File: src/rtl/lpfd_pkg.sv
// lpfd_pkg: constants, codes and the crc-16 byte update for the frame decoder
// depends on nothing; used by the interfaces, the decoder and its checker

package lpfd_pkg;

  localparam int unsigned BYTE_W  = 8;
  localparam int unsigned LEN_W   = 16;
  localparam int unsigned CRC_W   = 16;
  localparam int unsigned KIND_W  = 2;
  localparam int unsigned ADDR_W  = 3;
  localparam int unsigned PDATA_W = 32;

  localparam logic [BYTE_W-1:0] START_SHORT    = 8'd2;
  localparam logic [BYTE_W-1:0] START_LONG     = 8'd3;
  localparam logic [BYTE_W-1:0] STOP_BYTE      = 8'd3;
  localparam logic [CRC_W-1:0]  CRC_POLY       = 16'h1021;
  localparam logic [LEN_W-1:0]  MAX_LONG_RESET = 16'd512;

  // register index, taken from paddr[2]
  localparam logic REG_MAX_LONG = 1'b0;

  typedef enum logic [KIND_W-1:0] {
    KIND_PAYLOAD  = 2'd0,
    KIND_ACCEPTED = 2'd1,
    KIND_BAD_STOP = 2'd2,
    KIND_CRC_ERR  = 2'd3
  } kind_e;

  typedef enum logic [7:0] {
    PH_HUNT      = 8'b0000_0001,
    PH_SHORT_LEN = 8'b0000_0010,
    PH_LONG_HI   = 8'b0000_0100,
    PH_LONG_LO   = 8'b0000_1000,
    PH_PAYLOAD   = 8'b0001_0000,
    PH_CRC_HI    = 8'b0010_0000,
    PH_CRC_LO    = 8'b0100_0000,
    PH_STOP      = 8'b1000_0000
  } phase_e;

  // crc-16 msb first, one byte
  function automatic logic [CRC_W-1:0] crc16_byte(input logic [CRC_W-1:0] crc,
                                                  input logic [BYTE_W-1:0] b);
    logic [CRC_W-1:0] c;
    c = crc ^ {b, 8'h00};
    for (int i = 0; i < BYTE_W; i++) begin
      if (c[CRC_W-1]) begin
        c = (c << 1) ^ CRC_POLY;
      end else begin
        c = c << 1;
      end
    end
    return c;
  endfunction

endpackage

File: src/rtl/lpfd_if.sv
// lpfd_rx_if and lpfd_res_if: valid/ready channels of the frame decoder
// depends on lpfd_pkg for field widths

interface lpfd_rx_if
  import lpfd_pkg::*;
();
  logic              valid;
  logic              ready;
  logic [BYTE_W-1:0] rx_byte;

  modport source (output valid, output rx_byte, input ready);
  modport sink   (input valid, input rx_byte, output ready);
endinterface

interface lpfd_res_if
  import lpfd_pkg::*;
();
  logic              valid;
  logic              ready;
  logic [KIND_W-1:0] kind;
  logic [BYTE_W-1:0] data;
  logic [LEN_W-1:0]  frame_length;

  modport source (output valid, output kind, output data, output frame_length,
                  input ready);
  modport sink   (input valid, input kind, input data, input frame_length,
                  output ready);
endinterface

File: src/rtl/length_prefixed_frame_decoder.sv
// length_prefixed_frame_decoder: byte-wise frame hunter with crc-16 check
// depends on lpfd_pkg and the channel interfaces in lpfd_if.sv
//
//  channel  direction  transaction payload              handshake
//  rx_i     in         rx_byte[7:0]                     valid/ready
//  res_o    out        kind[1:0] data[7:0] frame_length valid/ready
//  apb      in         max_long_payload at 0x0          psel/penable/pwrite
//
// one byte per cycle: the frame state and the crc byte update sit between the
// state registers and a single result register; a byte is taken whenever that
// register is empty or being emptied in the same cycle
// reset is asynchronous, active low; it returns to hunting and max to 512
// a stalled result holds rx_i.ready low until that result transaction is taken

module length_prefixed_frame_decoder
  import lpfd_pkg::*;
(
  input  logic               clk_i,
  input  logic               rst_ni,
  lpfd_rx_if.sink            rx_i,
  lpfd_res_if.source         res_o,
  input  logic               psel,
  input  logic               penable,
  input  logic               pwrite,
  input  logic [ADDR_W-1:0]  paddr,
  input  logic [PDATA_W-1:0] pwdata,
  output logic [PDATA_W-1:0] prdata,
  output logic               pready
);

  phase_e            phase_q, phase_d;
  logic [LEN_W-1:0]  max_q;
  logic [BYTE_W-1:0] len_hi_q, len_hi_d;
  logic [LEN_W-1:0]  plen_q, plen_d;
  logic [LEN_W-1:0]  seen_q, seen_d;
  logic [CRC_W-1:0]  crc_q, crc_d;
  logic [CRC_W-1:0]  rcrc_q, rcrc_d;

  logic              out_valid_q;
  kind_e             kind_q, kind_d;
  logic [BYTE_W-1:0] data_q, data_d;
  logic [LEN_W-1:0]  flen_q, flen_d;

  logic              accept;
  logic              has_res;
  logic              load;
  logic              cfg_wr;
  logic [BYTE_W-1:0] b;
  logic [LEN_W-1:0]  long_len;

  assign b        = rx_i.rx_byte;
  assign long_len = {len_hi_q, b};

  assign rx_i.ready = !out_valid_q || res_o.ready;
  assign accept     = rx_i.valid && rx_i.ready;
  assign load       = accept && has_res;

  assign pready = 1'b1;
  assign cfg_wr = psel && penable && pwrite && (paddr[2] == REG_MAX_LONG);
  assign prdata = (paddr[2] == REG_MAX_LONG) ? {{(PDATA_W-LEN_W){1'b0}}, max_q}
                                             : '0;

  always_comb begin
    phase_d  = phase_q;
    len_hi_d = len_hi_q;
    plen_d   = plen_q;
    seen_d   = seen_q;
    crc_d    = crc_q;
    rcrc_d   = rcrc_q;
    has_res  = 1'b0;
    kind_d   = KIND_PAYLOAD;
    data_d   = '0;
    flen_d   = '0;

    case (phase_q)
      PH_HUNT: begin
        if (b == START_SHORT) begin
          phase_d = PH_SHORT_LEN;
        end else if (b == START_LONG) begin
          phase_d = PH_LONG_HI;
        end
      end
      PH_SHORT_LEN: begin
        if (b == '0) begin
          phase_d = PH_HUNT;
        end else begin
          phase_d = PH_PAYLOAD;
          plen_d  = {{(LEN_W-BYTE_W){1'b0}}, b};
          seen_d  = '0;
          crc_d   = '0;
          rcrc_d  = '0;
        end
      end
      PH_LONG_HI: begin
        len_hi_d = b;
        phase_d  = PH_LONG_LO;
      end
      PH_LONG_LO: begin
        if ((len_hi_q != '0) && (long_len <= max_q)) begin
          phase_d = PH_PAYLOAD;
          plen_d  = long_len;
          seen_d  = '0;
          crc_d   = '0;
          rcrc_d  = '0;
        end else if (len_hi_q == START_SHORT) begin
          // high length byte rescanned as a short start
          if (b == '0) begin
            phase_d = PH_HUNT;
          end else begin
            phase_d = PH_PAYLOAD;
            plen_d  = {{(LEN_W-BYTE_W){1'b0}}, b};
            seen_d  = '0;
            crc_d   = '0;
            rcrc_d  = '0;
          end
        end else if (len_hi_q == START_LONG) begin
          len_hi_d = b;
          phase_d  = PH_LONG_LO;
        end else if (b == START_SHORT) begin
          phase_d = PH_SHORT_LEN;
        end else if (b == START_LONG) begin
          phase_d = PH_LONG_HI;
        end else begin
          phase_d = PH_HUNT;
        end
      end
      PH_PAYLOAD: begin
        crc_d   = crc16_byte(crc_q, b);
        seen_d  = LEN_W'(seen_q + 16'd1);
        if (seen_d >= plen_q) begin
          phase_d = PH_CRC_HI;
        end
        has_res = 1'b1;
        kind_d  = KIND_PAYLOAD;
        data_d  = b;
      end
      PH_CRC_HI: begin
        rcrc_d  = {b, 8'h00};
        phase_d = PH_CRC_LO;
      end
      PH_CRC_LO: begin
        rcrc_d  = rcrc_q | {8'h00, b};
        phase_d = PH_STOP;
      end
      PH_STOP: begin
        phase_d = PH_HUNT;
        has_res = 1'b1;
        flen_d  = plen_q;
        if (b != STOP_BYTE) begin
          kind_d = KIND_BAD_STOP;
        end else if (rcrc_q != crc_q) begin
          kind_d = KIND_CRC_ERR;
        end else begin
          kind_d = KIND_ACCEPTED;
        end
      end
      default: begin
        phase_d = PH_HUNT;
      end
    endcase
  end

  always_ff @(posedge clk_i or negedge rst_ni) begin
    if (!rst_ni) begin
      phase_q     <= PH_HUNT;
      max_q       <= MAX_LONG_RESET;
      out_valid_q <= 1'b0;
    end else begin
      if (accept) begin
        phase_q <= phase_d;
      end
      if (cfg_wr) begin
        max_q <= pwdata[LEN_W-1:0];
      end
      if (load) begin
        out_valid_q <= 1'b1;
      end else if (res_o.ready) begin
        out_valid_q <= 1'b0;
      end
    end
  end

  // frame fields are always written before they are read
  always_ff @(posedge clk_i) begin
    if (accept) begin
      len_hi_q <= len_hi_d;
      plen_q   <= plen_d;
      seen_q   <= seen_d;
      crc_q    <= crc_d;
      rcrc_q   <= rcrc_d;
    end
    if (load) begin
      kind_q <= kind_d;
      data_q <= data_d;
      flen_q <= flen_d;
    end
  end

  assign res_o.valid        = out_valid_q;
  assign res_o.kind         = kind_q;
  assign res_o.data         = data_q;
  assign res_o.frame_length = flen_q;

endmodule

File: src/flat_wrapper.sv
// flat-port wrapper written by rule: the top's interface ports become plain ports
module length_prefixed_frame_decoder_flat import lpfd_pkg::*;
  (clk_i, rst_ni, psel, penable, pwrite, paddr, pwdata, prdata, pready, rx_i_valid, rx_i_rx_byte, rx_i_ready, res_o_valid, res_o_kind, res_o_data, res_o_frame_length, res_o_ready);
  lpfd_rx_if rx_i_i ();
  lpfd_res_if res_o_i ();
  input  logic clk_i;
  input  logic rst_ni;
  input  logic psel;
  input  logic penable;
  input  logic pwrite;
  input  logic [ADDR_W-1:0] paddr;
  input  logic [PDATA_W-1:0] pwdata;
  output logic [PDATA_W-1:0] prdata;
  output logic pready;
  input wire logic [$bits(rx_i_i.valid)-1:0] rx_i_valid;
  input wire logic [$bits(rx_i_i.rx_byte)-1:0] rx_i_rx_byte;
  output wire logic [$bits(rx_i_i.ready)-1:0] rx_i_ready;
  output wire logic [$bits(res_o_i.valid)-1:0] res_o_valid;
  output wire logic [$bits(res_o_i.kind)-1:0] res_o_kind;
  output wire logic [$bits(res_o_i.data)-1:0] res_o_data;
  output wire logic [$bits(res_o_i.frame_length)-1:0] res_o_frame_length;
  input wire logic [$bits(res_o_i.ready)-1:0] res_o_ready;
  assign rx_i_i.valid = rx_i_valid;
  assign rx_i_i.rx_byte = rx_i_rx_byte;
  assign rx_i_ready = rx_i_i.ready;
  assign res_o_valid = res_o_i.valid;
  assign res_o_kind = res_o_i.kind;
  assign res_o_data = res_o_i.data;
  assign res_o_frame_length = res_o_i.frame_length;
  assign res_o_i.ready = res_o_ready;
  length_prefixed_frame_decoder u_core (.clk_i(clk_i), .rst_ni(rst_ni), .rx_i(rx_i_i), .res_o(res_o_i), .psel(psel), .penable(penable), .pwrite(pwrite), .paddr(paddr), .pwdata(pwdata), .prdata(prdata), .pready(pready));
endmodule
File: config.mk
export PLATFORM = sky130hd
export DESIGN_NAME = length_prefixed_frame_decoder_flat
export DESIGN_NICKNAME = d
export VERILOG_FILES = /design/src/rtl/lpfd_pkg.sv /design/src/rtl/lpfd_if.sv /design/src/rtl/length_prefixed_frame_decoder.sv /design/src/flat_wrapper.sv
export SDC_FILE = /design/constraint.sdc
export NUM_CORES = 1
export LEC_CHECK = 0
export BUFFER_PORTS_ARGS = -buffer_cell sky130_fd_sc_hd__buf_4
export CAP_MARGIN = 10
export CORE_MARGIN = 3
export CORE_UTILIZATION = 30
export DETAILED_ROUTE_END_ITERATION = 10
export GPL_TIMING_DRIVEN = 0
export SLEW_MARGIN = 20
export SYNTH_ARGS = -nofsm -noshare
export SYNTH_HDL_FRONTEND = slang
export SYNTH_SLANG_ARGS = --single-unit
File: constraint.sdc
create_clock -name clk_i -period 7.8 [get_ports clk_i]
set_input_delay 1.56 -clock clk_i [delete_from_list [all_inputs] [get_ports clk_i]]
set_output_delay 1.56 -clock clk_i [all_outputs]
set_load 0.03 [all_outputs]
* Word level (Yosys, flattened, before mapping)
Cells that the tools add are included.
** Storage, ports and cells
- Flip-flop bits (word level) :: 123
- Latch bits :: 0
- Bits in writable memories :: 0
- ROM bits :: 0
- Input port bits :: 50
- Output and inout bits :: 61
- Word-level logic and storage cells :: 120
- Memories kept :: 0
** Operators by class
- Add/subtract/negate cells :: 1
- Multiply operators :: 0
- Div/mod/pow operators :: 0
- $lt $le $gt $ge :: 2
- Equal/unequal tests :: 20
- Shift-type cells :: 0
- Muxes and demuxes :: 51
- Bitwise logic cells :: 12
- Reduce and logical (&&, ||, !) cells :: 22
** Operator list (number)
- $mux 16 :: 20
- $mux 13 :: 8
- $pmux 16 s3 :: 2
- $mux 8 :: 10
- $pmux 16 s4 :: 1
- $pmux 8 s7 :: 1
- $eq 8x2->1 const B :: 5
- $pmux 16 s2 :: 1
- $not 3->3 :: 8
- $add 16x1->16 const B :: 1
- $ge 16x16->1 :: 1
- $le 16x16->1 :: 1
- $ne 16x16->1 :: 1
- $or 16x8->16 :: 1
- $pmux 8 s2 :: 1
- $xor 16x16->16 :: 1
- $reduce_and 3->1 :: 4
- $eq 8x1->1 const B :: 1
- $eq 8x3->1 const B :: 1
- $eq 8x4->1 const B :: 1
- $eq 8x5->1 const B :: 1
- $eq 8x6->1 const B :: 1
- $eq 8x7->1 const B :: 1
- $eq 8x8->1 const B :: 1
- 19 further kinds :: 34

* Logic depth before layout (Yosys ltp)
Gate-level depths: netlist of run 1.
- Depth in word-level cells :: 25
- Gate-level depth with buffers :: 15
- Depth with buffers taken out :: 13

* Worst setup path after synthesis of run 1
OpenSTA, ideal clock, no wires.
- Path type :: in2reg
- Start point :: in rx_i_rx_byte[7]
- End point :: reg u_core.crc_q[0], enable pin
- Setup time :: 432 ps
- Data arrival time :: 4404 ps
- Data required time :: 7368 ps
- Setup slack :: 2965 ps
- Stages on the path :: 8
- Path buffers :: 0
- Cell sequence :: ha_1 nand4_1 nor4_1 nand4_1 o21ai_0 nor2_2 a21o_1 a21oi_1
** Between the ends
- Word-level cells in the longest chain between the ends :: 4
** RTL lines
- from (decl) :: line flat_wrapper.sv:16 : input wire logic [$bits(rx_i_i.rx_byte)-1:0] rx_i_rx_byte;
- $le 16x16->1 :: line length_prefixed_frame_decoder.sv:99 : if ((len_hi_q != '0) && (long_len <= max_q)) begin
- $logic_and 1x1->1 :: line length_prefixed_frame_decoder.sv:99
- $ne 3x1->1 (no line)
- $reduce_and 3->1 (no line)
- to (signal assigned) :: line length_prefixed_frame_decoder.sv:189 : crc_q <= crc_d;
- to (decl) :: line length_prefixed_frame_decoder.sv:36 : logic [CRC_W-1:0] crc_q, crc_d;
Every way passes these cells.
A chain may end at the register's enable or synchronous reset.

* Worst setup path after layout of run 1
- Start point :: in rx_i_rx_byte[0]
- End point :: reg u_core.rcrc_q[9], enable pin
** Between the ends
- Word-level cells in the longest chain between the ends :: 4
** RTL lines
- $le 16x16->1 :: line length_prefixed_frame_decoder.sv:99
- $logic_and 1x1->1 :: line length_prefixed_frame_decoder.sv:99
- $ne 3x1->1 (no line)
- $reduce_and 3->1 (no line)
- to (signal assigned) :: line length_prefixed_frame_decoder.sv:190 : rcrc_q <= rcrc_d;
- to (decl) :: line length_prefixed_frame_decoder.sv:37 : logic [CRC_W-1:0] rcrc_q, rcrc_d;
Every way passes these cells.

==> results of run 1 <==
## cell usage in the layout (no fill, tap or decap), drive strengths merged, types with 2 or more instances in the layout
cell / count
ha: 33
nor2: 46
nor2b: 6
bufinv: 5
conb: 17
nand2b: 3
a21boi: 2
xor2: 11
xnor2: 44
a31oi: 4
and2: 25
inv: 45
a22o: 7
o21ai: 38
nand4: 14
nand2: 69
dfstp: 2
nor4b: 4
nor4: 5
a21oi: 15
clkinv: 6
a211oi: 5
a211o: 5
edfxtp: 98
nor3: 12
nand3: 11
and3: 8
a21o: 11
o31ai: 10
o21bai: 2
o22ai: 12
or3: 2
nor3b: 4
clkbuf: 35
buf: 101
mux2: 20
dfrtp: 23
## layout make-up
| type | instances | area (sq um) |
|---|---|---|
| clock inverter | 14 | 219 |
| multi-input combinational | 457 | 3070 |
| tap | 280 | 350 |
| timing repair buffer | 79 | 614 |
| clock buffer | 18 | 429 |
| fill | 2173 | 13600 |
| buffer | 39 | 221 |
| sequential | 123 | 3570 |
| inverter | 43 | 161 |
## power groups by stage
stage | clock, uW | combinational (uW) | sequential [uW]
detailed placement | 0 | 460 | 837
CTS | 885 | 463 | 824
floorplan | 0 | 307 | 844
global placement | 0 | 442 | 837
finish | 867 | 460 | 824
global route | 915 | 510 | 832
## worst reg2reg max path, cell delays in order (launching register included)
cell and delay, ps:
edfxtp_1 430, ha_1 350, nand4_1 210, nor4_1 500
nand4_1 290, o21ai_0 280, nor2_2 140, a221oi_2 260
buf_4 230, nor2b_1 640
## cells by family (layout without fill, tap and decap cells)
kind of cell    count (synthesis)  count (layout)  share of synthesized area
xor+xnor                       55              55                     0.0698
simple gates                  213             213                      0.152
mux                            20              20                     0.0332
other cells                     2              17                    0.00109
compound gates                119             119                      0.112
fa+ha+maj                      33              33                     0.0598
buf+inv                        82             193                     0.0555
flops                         123             123                      0.517
## sequential cells by signal, indices dropped and copies added (netlist names)
signal / cells
u_core.crc_q: 16
u_core.max_q: 16
u_core.plen_q: 16
u_core.rcrc_q: 16
u_core.res_o.frame_length: 16
u_core.seen_q: 16
u_core.len_hi_q: 8
u_core.phase_q: 8
u_core.res_o.data: 8
u_core.res_o.kind: 2
u_core.res_o.valid: 1
## metrics by stage
step / utilization / area (sq um)
after global routing: 0.388 / 8630
after floorplan: - / 6960
after detailed placement: 0.359 / 7990
final: 0.388 / 8630
after CTS: 0.388 / 8630
after global placement: 0.354 / 7870
## routing by layer
layer / track usage / vias to the layer above
met5: 0 / -
met4: 0.0678 / 0
met3: 0.0396 / 40
met2: 0.225 / 107
met1: 0.178 / 2466
li1: - / 2505
## how the worst max path moves through the flow
stage,end,cells after the start,startpoint,slack [ps]
after floorplan,u_core.crc_q[0],8,rx_i_rx_byte[7],2960
after global placement,u_core.crc_q[5],9,rx_i_rx_byte[0],1400
after detailed placement,u_core.rcrc_q[13],10,rx_i_rx_byte[0],3000
after CTS,u_core.rcrc_q[14],10,rx_i_rx_byte[0],3420
after global routing,u_core.rcrc_q[14],10,rx_i_rx_byte[0],3140
final,u_core.rcrc_q[9],10,rx_i_rx_byte[0],3380
==> flow_summary.json, run 1 <==
{
  "status": "finished clean",
  "core-area_sq_um": 22200,
  "fin_nets": 843,
  "drive_above_1_share": 0.212,
  "overflow": 0,
  "post_cts_buffers": 0,
  "cp_top_family": "buffers and inverters",
  "rr_worst_depth": 9,
  "slew-limit-headroom": 0.368,
  "wl_um": 17400,
  "synth-seq-area-share": 0.517,
  "wl_met3_um": 744,
  "max_freq_mhz": 226,
  "synthCells": 647,
  "num_vias": 5118,
  "r2r_slack_ps": 4100,
  "drt-met1-wl_um": 7840,
  "p_int_uw": 1530,
  "post-synth-top-count-cell": "edfxtp_1",
  "tns_ps": 0,
  "start_kind": "input pin",
  "dpl.hpwl_um": 12700,
  "cts_made_buffers": 17,
  "cts_sinks": 123,
  "ir_drop_mv": 0.137,
  "cts_resized": 0,
  "synth_ff_type": "edfxtp_1",
  "drtIter0Drc": 321,
  "io_pins": 111,
  "period_minus_slack_ps": 4420,
  "clkTransAtPathRegs_ps": 60,
  "netlist_area_sq_um": 6900,
  "power_uw": 2150,
  "synth_cell_types": 54,
  "path_cells": "buf_4 > clkbuf_1 > inv_1 > ha_1 > nand4_1 > o21ai_0 > nor2_2 > a221oi_2 > buf_4 > nor2b_1",
  "cts_root_buf": "clkbuf_16",
  "switching_share": 0.288,
  "preCtsSetupSlack_ps": 3000,
  "grt_antenna_before_repair": 0,
  "skew_ps": 11.8,
  "maxCapViolations": 0,
  "cts_tree": "built",
  "pwr-share-comb": 0.214,
  "syn_area_per_cell_sq_um": 10.7,
  "setup_slack_ps": 3380,
  "clkLatencyLatePin_ps": 420,
  "die_height_um": 158,
  "maxSlewViolCount": 0,
  "endpoint_kind": "flip-flop",
  "grt_max_degree": 26,
  "drtPass1Iterations": 4,
  "r2r-start": "u_core.len_hi_q[7]",
  "crit_arrival_ps": 4470,
  "ant_nets": 0,
  "wire_per_inst_um": 16.5,
  "htree_levels": 4,
  "ys_top_cells_by_count": "edfxtp_1 (98), nand2_1 (69), nor2_1 (44), xnor2_1 (44), inv_1 (43)",
  "area_delta_synth_final_pct": 25.1,
  "io_buffers": 74,
  "avgViaCountPerCell": 4.86,
  "netSwitchingPower_uw": 620,
  "yosys.area.top_type": "edfxtp_1",
  "critPathMaxStageDelay_ps": 630,
  "track_usage": 0.141,
  "gp_congestion": 0.822,
  "powerDensity_nw_per_um2": 249,
  "clk_path_buf_depth": 2,
  "hold-worst-slack_ps": 503,
  "diodes": 0,
  "drc_errors": 0,
  "p_clk_frac": 0.403,
  "max_slew.worst_pin.slew_ps": 940,
  "synth_edf_count": 98,
  "hold_viol": 0,
  "seqPwrFrac": 0.383,
  "start_util": 0.311,
  "synthArstFlopShare": 0.203,
  "critPathBufInv": 4,
  "cellLeakagePower_uw": 0.00353,
  "yosys_warnings": 0,
  "rsz0062_at_grt": "no",
  "synthTopCellsByArea": "edfxtp_1 (43%), dfrtp_1 (8.3%), ha_1 (6.0%)",
  "hold_depth": 1,
  "dieArea_sq_um": 24900,
  "wl_met2_um": 8110,
  "path_max_fanout": 9,
  "min_to": "u_core.max_q[15]",
  "highest_layer": "met4",
  "crit_type": "input pin to flip-flop",
  "setup_viol": 0,
  "rr_endpoint": "u_core.rcrc_q[9]",
  "worstHoldStart": "u_core.max_q[15]",
  "dp_cells": 1021,
  "ys_ff_latch": 123,
  "fin_cells": 1053,
  "grt_pass1_vias": 5065,
  "die_width_um": 158,
  "hold_class": "flip-flop to flip-flop",
  "cts_hold_buf": 0,
  "post-route-period-util": 0.567,
  "row_count": 54,
  "synth_top_area_frac": 0.426,
  "crit_top_cell": "buf_4",
  "grt_pass1_wl_um": 27100,
  "slowest_stage": "nor2b_1",
  "crit_required_ps": 7850
}
No activity file was read; power rests on OpenSTA's default activity.
==> run 2, diff against run 1 <==
Settings changed: ABC_AREA from default to 1.
Clock period 7.8 ns to 3.65 ns, I/O delays scaled along.
==> flow_summary.json, run 2 <==
{
  "post-synth-top-count-cell": "nand2_1",
  "final_common_cell": "nand2_1",
  "switching_share": 0.320,
  "start_kind": "flip-flop",
  "path_max_fanout": 9,
  "drive_above_1_share": 0.177,
  "synthArstFlopShare": 0.203,
  "maxSlewViolCount": 0,
  "cts_made_buffers": 17,
  "synth_top_area_frac": 0.408,
  "path_cells": "ha_1 > nand3_1 > nor2_1 > inv_1 > nor2_1 > inv_1 > nor2_1 > xor2_1 > inv_1 > ha_1 > nand4_1 > nor3_1 > nand3_1 > nand4_1 > nand2_2 > inv_1 > nand2_1 > o21ai_1",
  "hold_viol": 0,
  "overflow": 0,
  "maxCapViolations": 0,
  "post_cts_buffers": 0,
  "ys_ff_latch": 123,
  "cts_sinks": 123,
  "max_slew.worst_pin.slew_ps": 752,
  "synthTopCellsByArea": "edfxtp_1 (41%), nand2_1 (10%), dfrtp_1 (8.0%)",
  "dpl.hpwl_um": 13600,
  "grt_pass1_wl_um": 29300,
  "dieArea_sq_um": 25900,
  "cts_root_buf": "clkbuf_16",
  "crit_type": "flip-flop to flip-flop",
  "grt_max_degree": 26,
  "die_height_um": 161,
  "avgViaCountPerCell": 4.60,
  "critPathMaxStageDelay_ps": 450,
  "clkTransAtPathRegs_ps": 60,
  "final_cell_mix": "nand2_1 (195), inv_1 (100), edfxtp_1 (98)",
  "area_delta_synth_final_pct": 23.3,
  "cts_tree": "built",
  "ff_latch_area_sq_um": 3570,
  "synth_cell_types": 37,
  "period_minus_slack_ps": 3050,
  "clkLatencyLatePin_ps": 420,
  "grt_pass1_vias": 5615,
  "row_count": 56,
  "ir_drop_mv": 0.252,
  "io_pins": 111,
  "p_clk_frac": 0.358,
  "cellLeakagePower_uw": 0.00416,
  "synth_ff_type": "edfxtp_1",
  "die_width_um": 161,
  "wire_per_inst_um": 14.0,
  "power_uw": 4740,
  "post-route-util": 0.378,
  "powerDensity_nw_per_um2": 533,
  "fin_nets": 1034,
  "tns_ps": 0,
  "grt_antenna_before_repair": 0,
  "yosys_warnings": 0,
  "p_int_uw": 3230,
  "io_buffers": 74,
  "pwr-share-comb": 0.257,
  "syn_area_per_cell_sq_um": 8.57,
  "drtIter0Drc": 466,
  "ys_top_cells_by_count": "nand2_1 (195), inv_1 (100), edfxtp_1 (98)",
  "num-fill-cells": 2435,
  "multiInputGateArea_sq_um": 3080,
  "cts_hold_buf": 0,
  "drtPass1Iterations": 5,
  "rsz0062_at_grt": "no",
  "seqPwrFrac": 0.385,
  "netlist_area_sq_um": 7210,
  "netSwitchingPower_uw": 1520,
  "preCtsSetupSlack_ps": 487,
  "core-area_sq_um": 23500,
  "crit_arrival_ps": 3400,
  "slowest_stage": "edfxtp_1",
  "hold_class": "input pin to asynchronous set/reset pin",
  "synthCells": 841,
  "cp_top_family": "simple AND/OR/NAND/NOR gates",
  "htree_levels": 4,
  "ant_nets": 0,
  "slew-limit-headroom": 0.496,
  "critPathBufInv": 4,
  "gp_congestion": 0.889,
  "drc_errors": 0,
  "crit_top_cell": "inv_1",
  "setup_slack_ps": 595,
  "post-route-period-util": 0.837,
  "clk_path_buf_depth": 2,
  "skew_ps": 10.0,
  "diodes": 0,
  "hold-worst-slack_ps": 208,
  "track_usage": 0.143,
  "start_util": 0.306,
  "synth_edf_count": 98,
  "num_vias": 5904,
  "cts_resized": 0,
  "yosys.area.top_type": "edfxtp_1",
  "endpoint_kind": "flip-flop",
  "synth-seq-area-share": 0.495,
  "setup_viol": 0,
  "status": "finished clean",
  "crit_required_ps": 4000,
  "wl_um": 18000,
  "max_freq_mhz": 327
}
-- run 2: changes by cell type after synthesis, moves of 11 or more --
| cell | delta |
|---|---|
| nand2_1 | +126 |
| nand3_1 | +79 |
| inv_1 | +57 |
| nor2_1 | +50 |
| xnor2_1 | -26 |
| and2_1 | -25 |
| a21oi_1 | +21 |
| mux2_2 | -18 |
| o21ai_0 | -16 |
| or2_2 | +11 |
-- run 2: power by group through the flow --
stage / combinational (uW) / clock [uW] / sequential (uW)
2_1_floorplan: 850 / 0 / 1850
3_3_place_gp: 1170 / 0 / 1860
3_5_place_dp: 1220 / 0 / 1850
4_1_cts: 1230 / 1730 / 1830
5_1_grt: 1380 / 1800 / 1850
6_report: 1220 / 1700 / 1830
-- run 2: metal layers --
layer,part of all wire,GRT usage,vias up,wire length [um]
met1,0.47,0.200,2711,8500
met4,0.018,0.0497,0,321
met5,0,0,-,0
li1,-,-,2964,-
met3,0.064,0.0344,27,1160
met2,0.45,0.219,202,8010
-- run 2: worst register-to-register path: stages (launching register included) --
cell and delay (ps):
edfxtp_1 450, ha_1 220, nand3_1 170, nor2_1 140, inv_1 60, nor2_1 80
inv_1 60, nor2_1 110, xor2_1 160, inv_1 90, ha_1 310, nand4_1 100
nor3_1 220, nand3_1 120, nand4_1 170, nand2_2 160, inv_1 200, nand2_1 70
o21ai_1 90
-- run 2: cells by family after synthesis --
kind of cell	Yosys count	share of synthesized area
other	2	0.00104
adders and majority gates	33	0.0573
DFF	123	0.495
xor gates and xnor gates	29	0.0352
AOI/OAI and AO/OA	72	0.0543
buffers and inverters	148	0.0892
and+or+nand+nor	434	0.268
-- run 2: final cells by class --
cell class              instances  share of cell area
inverters                     107              0.0452
well taps                     319              0.0449
clock buffers                  24              0.0530
repair buffers                 76              0.0687
clock inverters                 8              0.0132
multi-input cells             585               0.346
plain buffers                  41              0.0272
flip-flops and latches        123               0.402
-- run 2: worst paths after layout --
path	startpoint	endpoint	slack, ps	depth (start not counted)
max in group asynchronous	rst_ni	u_core.phase_q[0]	3150	1
hold reg to reg	u_core.phase_q[0]	u_core.phase_q[0]	490	2
setup / recovery	u_core.seen_q[0]	u_core.phase_q[6]	600	18
setup reg to reg	u_core.seen_q[0]	u_core.phase_q[6]	600	18
hold / removal	rst_ni	u_core.max_q[14]	210	1
min in group clk_i	u_core.phase_q[0]	u_core.phase_q[0]	490	2
-- run 2: per-stage QoR --
step / area (sq um) / instances
floorplan: 7270 / 856
global placement: 8220 / 1249
detailed placement: 8300 / 1251
CTS: 8890 / 1283
global route: 8890 / 1283
finish: 8890 / 1283
